**config.mk**
```make
export PLATFORM = sky130hd
export DESIGN_NAME = kcub_step
export DESIGN_NICKNAME = d
export VERILOG_FILES = /design/src/kcub_pkg.sv /design/src/kcub_step.sv
export SDC_FILE = /design/constraint.sdc
export NUM_CORES = 1
export LEC_CHECK = 0
export BUFFER_PORTS_ARGS = -buffer_cell sky130_fd_sc_hd__buf_2
export CORE_ASPECT_RATIO = 0.75
export CORE_MARGIN = 4
export CORE_UTILIZATION = 46
export DETAILED_ROUTE_END_ITERATION = 16
export PLACE_DENSITY = 0.81
export SKIP_LAST_GASP = 1
export SYNTH_ARGS = -nofsm -noshare
export SYNTH_HDL_FRONTEND = slang
export SYNTH_SLANG_ARGS = --single-unit
export TNS_END_PERCENT = 100
```
**constraint.sdc**
```tcl
create_clock -name vclk -period 6.4
set_input_delay 0.96 -clock vclk [all_inputs]
set_output_delay 0.96 -clock vclk [all_outputs]
set_load 0.02 [all_outputs]
```
**src/kcub_pkg.sv**
```systemverilog
// Shared types and constants for the k-core upper bound update block.
`default_nettype none

package kcub_pkg;

    localparam int MAX_CORE_DEF = 512;

    localparam int BOUND_W   = 10;
    localparam int COUNT_W   = 16;
    localparam int DEPOSIT_W = 12;
    localparam int HCNT_W    = 16;
    localparam int RUN_W     = 15;
    localparam int EPOCH_W   = 8;

    localparam logic [HCNT_W-1:0] HCNT_MAX = '1;
    localparam logic [HCNT_W-1:0] RUN_MAX  = 16'd32767;

    typedef enum logic [1:0] {
        OUT_SKIP  = 2'd0,
        OUT_SHORT = 2'd1,
        OUT_COMP  = 2'd2
    } outcome_t;

    typedef enum logic [2:0] {
        ST_CLEAR,
        ST_IDLE,
        ST_UPD,
        ST_SCAN_START,
        ST_SCAN,
        ST_EMIT
    } state_t;

endpackage

`default_nettype wire

```
**src/kcub_step.sv**
```systemverilog
// Shared saturating adder with a threshold compare, used for counting and for the scan.
`default_nettype none

module kcub_step #(
    parameter int LVL_W = kcub_pkg::BOUND_W
) (
    input  wire logic [kcub_pkg::HCNT_W-1:0] a,
    input  wire logic [kcub_pkg::HCNT_W-1:0] b,
    input  wire logic [kcub_pkg::HCNT_W-1:0] limit,
    input  wire logic [LVL_W-1:0]            thresh,
    output logic      [kcub_pkg::HCNT_W-1:0] sum,
    output logic                             reached
);

    localparam int HW = kcub_pkg::HCNT_W;

    logic [HW:0] raw;

    assign raw     = {1'b0, a} + {1'b0, b};
    assign sum     = (raw > {1'b0, limit}) ? limit : raw[HW-1:0];
    assign reached = ({1'b0, sum} >= (HW+1)'(thresh));

endmodule

`default_nettype wire

```
==> metrics.md, run 1 <==
| Metric | Value |
|---|---|
| Synth Cell Area | 1690 um^2 |
| Final Hold Vio Count | 0 |
| Layout Cells excl Fill | 395 |
| Via-per-instance ratio | 5.43 |
| Slew headroom | 77.2% |
| Vias in the first global route | 2092 |
| Yosys top cell area share | a little under a third |
| Hold path depth | 3 |
| WP data required | 5440 ps |
| Hold/Removal Path Class | in -> out |
| Pin count of the biggest net entering global routing | 16 |
| Post-synth net total | between 300 and 400 |
| Hold-fix buffers, CTS | 0 |
| Worst Setup End Kind | primary output |
| Via Count | 2145 |
| PwrDens | 159 nW/um^2 |
| Nets@finish | 448 |
| Pre-Repair DR Iteration Count | 4 |
| Die Ht | 60.5 um |
| First-pass GRT wire length | 8940 um |
| Met3 Wirelength | 355 um |
| Crit path time final | 6940 ps |
| Post-route DRC | 0 |
| Peak supply drop | slightly above 0.00007 V |
| Crit path max fanout | 9 |
| Failing checks | setup timing |
| Status | finished, violations left |
| Pleak | ~1.4 nW |
| # setup viols final | 1 |
| Sequential cells | 0 |
| GR Util All Layers | 22.5% |
| Synth Area in Adders | 32.2% |
| Die footprint | 4720 um^2 |
| CP startpoint kind | input pin |
| DR WL/cell | 13.7 um |
| Starting DRC count in detailed routing | between 80 and 90 |
| Worst slew pin tran | 340 ps |
| DR WL met2 | 2460 um |
| Final WL | between 5000 and 6000 um |
| Largest family of logic cells by synthesized area | adder cells |
| Post-synth cell types | 38 |
| F_max | ~0.14 GHz |
| Avg Cell Area, Syn | 7.33 um^2 |
| Synth top area cells | ha_1 (31%), mux2_2 (8.6%), a21oi_1 (7.1%), inv_1 (6.7%), xnor2_1 (5.2%) |
| CORE AREA | approximately 3400 um^2 |
| Initial Util | 49.8% |
| DP HPWL | 4630 um |
| DIE WIDTH | 78.1 um |
| Yosys top cell by area | ha_1 |
| Fillers | ~270 |
| Gr ovfl total | 0 |
| DP Area | 2510 um^2 |
| Post-route cell area | between 2000 and 3000 um^2 |
| Hold path endpoint | sum[12] |
| Total negative slack | -536 ps |
| Xor-xnor portion of the synthesized cell area | 7.24% |
| Top-level I/O count | 75 |
| Crit path arrival time | 5980 ps |
| Layout cell share with drive strength beyond 1 | 43.5% |
| Worst hold start | limit[12] |
| Port Buffers | 75 |
| Post-Synthesis Cells | 231 |
| Compound-Gate Fraction of Synth Area | about 26% |
| M1 wire length | 2460 um |
| Number of max-cap violations | 0 |
| Tcrit/Tclk final | 108% |
| Commonest non-fill, non-tap cells in the layout | buf_2 (75), buf_4 (45), ha_1 (39), inv_1 (30), a21oi_1 (23) |
| Register area | 0 um^2 |
| Crit Path Category | in -> out |
| Synth Warn # | 0 |
| Min setup slack post-route | -536 ps |
| Routability cong. | between 0.9 and 1 |
| Mux cell area share after synthesis | 8.65% |
| Initial antenna violation count | 0 |
| Area Overhead vs Synth | 51.0% |
| Post-route ant nets | 0 |
| Seq/Total Area, Yosys | 0% |
| Most common cell after layout, fill and taps aside | buf_2 |
| Placed cells | ~400 |
| Area of the multi-input gates | 1660 um^2 |
| Highest metal used | met4 |
| Site Rows | 18 |
| Post-Synth Simple-Gate Area | 17.7% |
| RSZ-0062 raised after global routing | yes |
| Max-slew violation count | 0 |
| Clk_buf instances | 0 |
| Number of diodes | 0 |
[where the power goes]
group          internal, W  leakage (nW)  switching, W
combinational     0.000196          1.43      0.000211
clock                    0             0             0
sequential               0             0             0
total             0.000196          1.43      0.000211
[per-stage QoR]
stage | power [W] | worst slack (ps) | hold slack [ps] | utilization, %
finish | 0.000407 | -536 | 2280 | 75.2
global route | 0.000446 | -768 | 2300 | 75.2
CTS | 0.000399 | -473 | 2280 | 74.9
detailed placement | 0.000388 | -725 | 2280 | 73.7
global placement | 0.000374 | -466 | 2280 | 73.7
floorplan | 0.000257 | -191 | 2080 | -
[per-layer routing]
metal  global-route usage (%)  vias up
li1                         -     1074
met1                     29.7      973
met2                     40.4       84
met3                     1.93       14
met4                     5.99        0
met5                        0        -
[how the worst max path moves through the flow]
stage / startpoint / slack, ps / cells after the start / to
floorplan: a[0] / -190 / 25 / reached
global placement: a[1] / -470 / 27 / reached
detailed placement: a[1] / -720 / 27 / reached
CTS: a[0] / -470 / 28 / reached
global route: a[0] / -770 / 28 / reached
finish: a[0] / -540 / 28 / reached
[timing repair]
action                     in CTS  in global routing
gates resized for setup         7                  4
setup buffers                   1                  0
pin swaps                       6                  0
setup endpoints to repair       1                  1
[kinds of logic (layout without fill, tap and decap cells)]
logic type	after synthesis	count (layout)
AND/OR/NAND/NOR	58	58
XOR/XNOR	14	14
AO/OA/AOI/OAI	66	66
adder cells (fa/ha/maj)	43	43
buffers and inverters	37	151
multiplexers	13	13
[Yosys cell counts (all sizes together)]
library cell and instances:
a221oi 1, o22ai 2, or3 1, or4b 2, nand2b 2, mux2 13
o21bai 4, a311oi 1, a211oi 4, xor2 4, o21a 2, a21boi 3
nor3 6, a31oi 4, or4 1, nor2 13, ha 42, nand4 4
a2111oi 1, clkbuf 5, a21o 7, and3 6, inv 30, o21ai 7
a41o 1, a21oi 24, nand2 10, xnor2 10, o41ai 1, a211o 1
nand3 12, fa 1, o211ai 2, o211a 1, and4 1, buf 2
[critical path: stages]
cell and delay, ps:
buf_2 110, ha_4 170, fa_2 350, a21o_1 210, a221oi_4 290, buf_4 160
buf_4 110, o21bai_1 60, a21oi_1 170, xnor2_1 120, ha_1 330, nand4_1 160
nor2_1 200, a21boi_0 110, a21boi_0 140, or4b_4 540, buf_6 160, o21a_1 190
ha_1 270, nand2b_1 150, a21o_1 170, a21oi_1 130, o21ai_1 70, a31oi_1 150
o21ai_1 110, nor3_2 140, o22ai_2 100, buf_2 160
[area by class of cell]
type	count	share of cell area [%]
timing repair buffer	121	28.3
tap	50	2.45
inverter	30	4.41
multi-input combinational	194	64.8
Note: power is estimated with default switching activity, not from simulation.
==> inputs of run 2 (changes only) <==
--- a/config.mk
+++ b/config.mk
@@ -7,7 +7,6 @@
 export LEC_CHECK = 0
 export BUFFER_PORTS_ARGS = -buffer_cell sky130_fd_sc_hd__buf_2
 export CORE_ASPECT_RATIO = 0.75
-export CORE_MARGIN = 4
 export CORE_UTILIZATION = 46
 export DETAILED_ROUTE_END_ITERATION = 16
 export PLACE_DENSITY = 0.81
==> constraint.sdc (replaced) <==
create_clock -name vclk -period 5.85
set_input_delay 0.2925 -clock vclk [all_inputs]
set_output_delay 0.2925 -clock vclk [all_outputs]
set_load 0.02 [all_outputs]
==> run 2 against run 1 <==
The flow now finishes without violations. Utilization fell by 9.9 points. Combinational power down 4%. Die area is 17% lower. Critical path depth shrank 2. Wire length is 17% lower. Final area down 13%. Power shrank 3.7%. Cell count down 8.9%. Worst setup slack improved by 860 ps. Critical path type unchanged.
==> metrics.md, run 2 (same netlist as run 1, synthesis figures left out) <==
| Metric | Value |
|---|---|
| Routability cong. | between 0.9 and 1 |
| CP startpoint kind | input pin |
| Pre-Repair DR Iteration Count | 4 |
| Status | complete, no violations |
| Pleak | 1.23 nW |
| Die Ht | 54.5 um |
| DIE WIDTH | ~72 um |
| Nets@finish | 413 |
| Commonest non-fill, non-tap cells in the layout | buf_2 (75), ha_1 (42), inv_1 (30), a21oi_1 (23), mux2_2 (13) |
| Final Power | 0.000392 W |
| F_max | 0.181 GHz |
| Sequential cells | 0 |
| PwrDens | 176 nW/um^2 |
| Met1 global-route usage | 32.4% |
| Number of max-cap violations | 0 |
| Crit Path Category | in -> out |
| Hold/Removal Path Class | in -> out |
| Crit path arrival time | 5240 ps |
| Worst slew pin tran | between 400 and 500 ps |
| Starting DRC count in detailed routing | 133 |
| Post-route DRC | 0 |
| Fillers | a little over 300 |
| Pin count of the biggest net entering global routing | 15 |
| Worst Setup End Kind | primary output |
| CORE AREA | 3400 um^2 |
| Total negative slack | 0 ps |
| WP data required | 5560 ps |
| Crit path max fanout | 8 |
| Hold-fix buffers, CTS | 0 |
| Die footprint | 3930 um^2 |
| Busiest grt layer | met2 |
| Area of the multi-input gates | approximately 1600 um^2 |
| Slew headroom | 71.2% |
| Final Hold Vio Count | 0 |
| Gr ovfl total | 0 |
| Layout cell share with drive strength beyond 1 | 35.2% |
| # setup viols final | 0 |
| GR Util met2 | a little under two fifths |
| Max-slew violation count | 0 |
| Register area | 0 um^2 |
| DR WL/cell | 12.4 um |
| Final WL | 4480 um |
| Peak supply drop | about 0.000070 V |
| Area Overhead vs Synth | 31.1% |
| First-pass GRT wire length | 6960 um |
| Post-route ant nets | 0 |
| DP HPWL | 3780 um |
| Top-level I/O count | 75 |
| Met3 usage | less than 1% |
| Site Rows | 18 |
| Number of diodes | 0 |
| GR Util All Layers | 21.8% |
| Initial antenna violation count | 0 |
| Most common cell after layout, fill and taps aside | buf_2 |
| Port Buffers | between 70 and 80 |
| Vias in the first global route | 1613 |
| Tcrit/Tclk final | 94.5% |
| Clk_buf instances | 0 |
| Initial Util | 49.8% |
| Via Count | roughly 2000 |
| Via-per-instance ratio | between 5 and 6 |
| Crit path time final | about 5500 ps |
## run 2: changes by cell type in the layout (fill, tap and decap cells not counted), sizes merged
| cell | before | now |
|---|---|---|
| buf | 121 | 86 |
## run 2: per-layer routing
metal  share of wire [%]  vias up  wire, um
li1                    -     1008         -
met1                  51      873      2290
met2                  43       82      1920
met3                 5.9        0       265
met4                   0        0         0
met5                   0        -         0
## run 2: metrics by stage
step | instances | hold WS (ps) | setup slack (ps) | utilization, % | instance area, um^2
after floorplan | 231 | 776 | 86.5 | - | 1690
after global placement | 356 | 944 | -0.670 | 63.4 | 2160
after detailed placement | 356 | 946 | -214 | 63.4 | 2160
after CTS | 356 | 948 | 11.1 | 63.7 | 2170
after global routing | 360 | 970 | -3.37 | 65.3 | 2220
final | 360 | 944 | 322 | 65.3 | 2220
## run 2: report_power, final
part | switching, W | internal (W)
sequential | 0 | 0
clock | 0 | 0
combinational | 0.000214 | 0.000177
## run 2: critical path, cell delays in order
cell       delay (ps)
buf_2             100
ha_1              230
fa_2              360
a21o_1            200
a221oi_4          270
a311oi_2          160
a41o_1            260
nor2_2            110
xnor2_1           140
ha_1              270
nand4_1           120
a21oi_1            70
a2111oi_2         220
a31oi_1            80
or4b_4            610
o21a_1            220
ha_1              260
nand2b_1          140
a21o_1            170
a21oi_1           150
o21ai_0           100
a31oi_1           210
o21ai_2           120
nor3_2            110
o22ai_1            90
buf_2             160
## run 2: worst paths after layout
check  depth (start not counted)  slack, ps  endpoint       from
min                            3        940   sum[13]  limit[13]
max                           26        320   reached       a[0]
## run 2: cell type report
type / count / share of cell area, %
inverter: 30 / 5.07
multi-input combinational: 194 / 71.5
tap: 50 / 2.82
timing repair buffer: 86 / 20.6
## run 2: repair_timing
item,CTS,global route
setup buffers,0,4
gates resized for setup,4,7
endpoints found under the setup margin,1,1
pin swaps,0,10
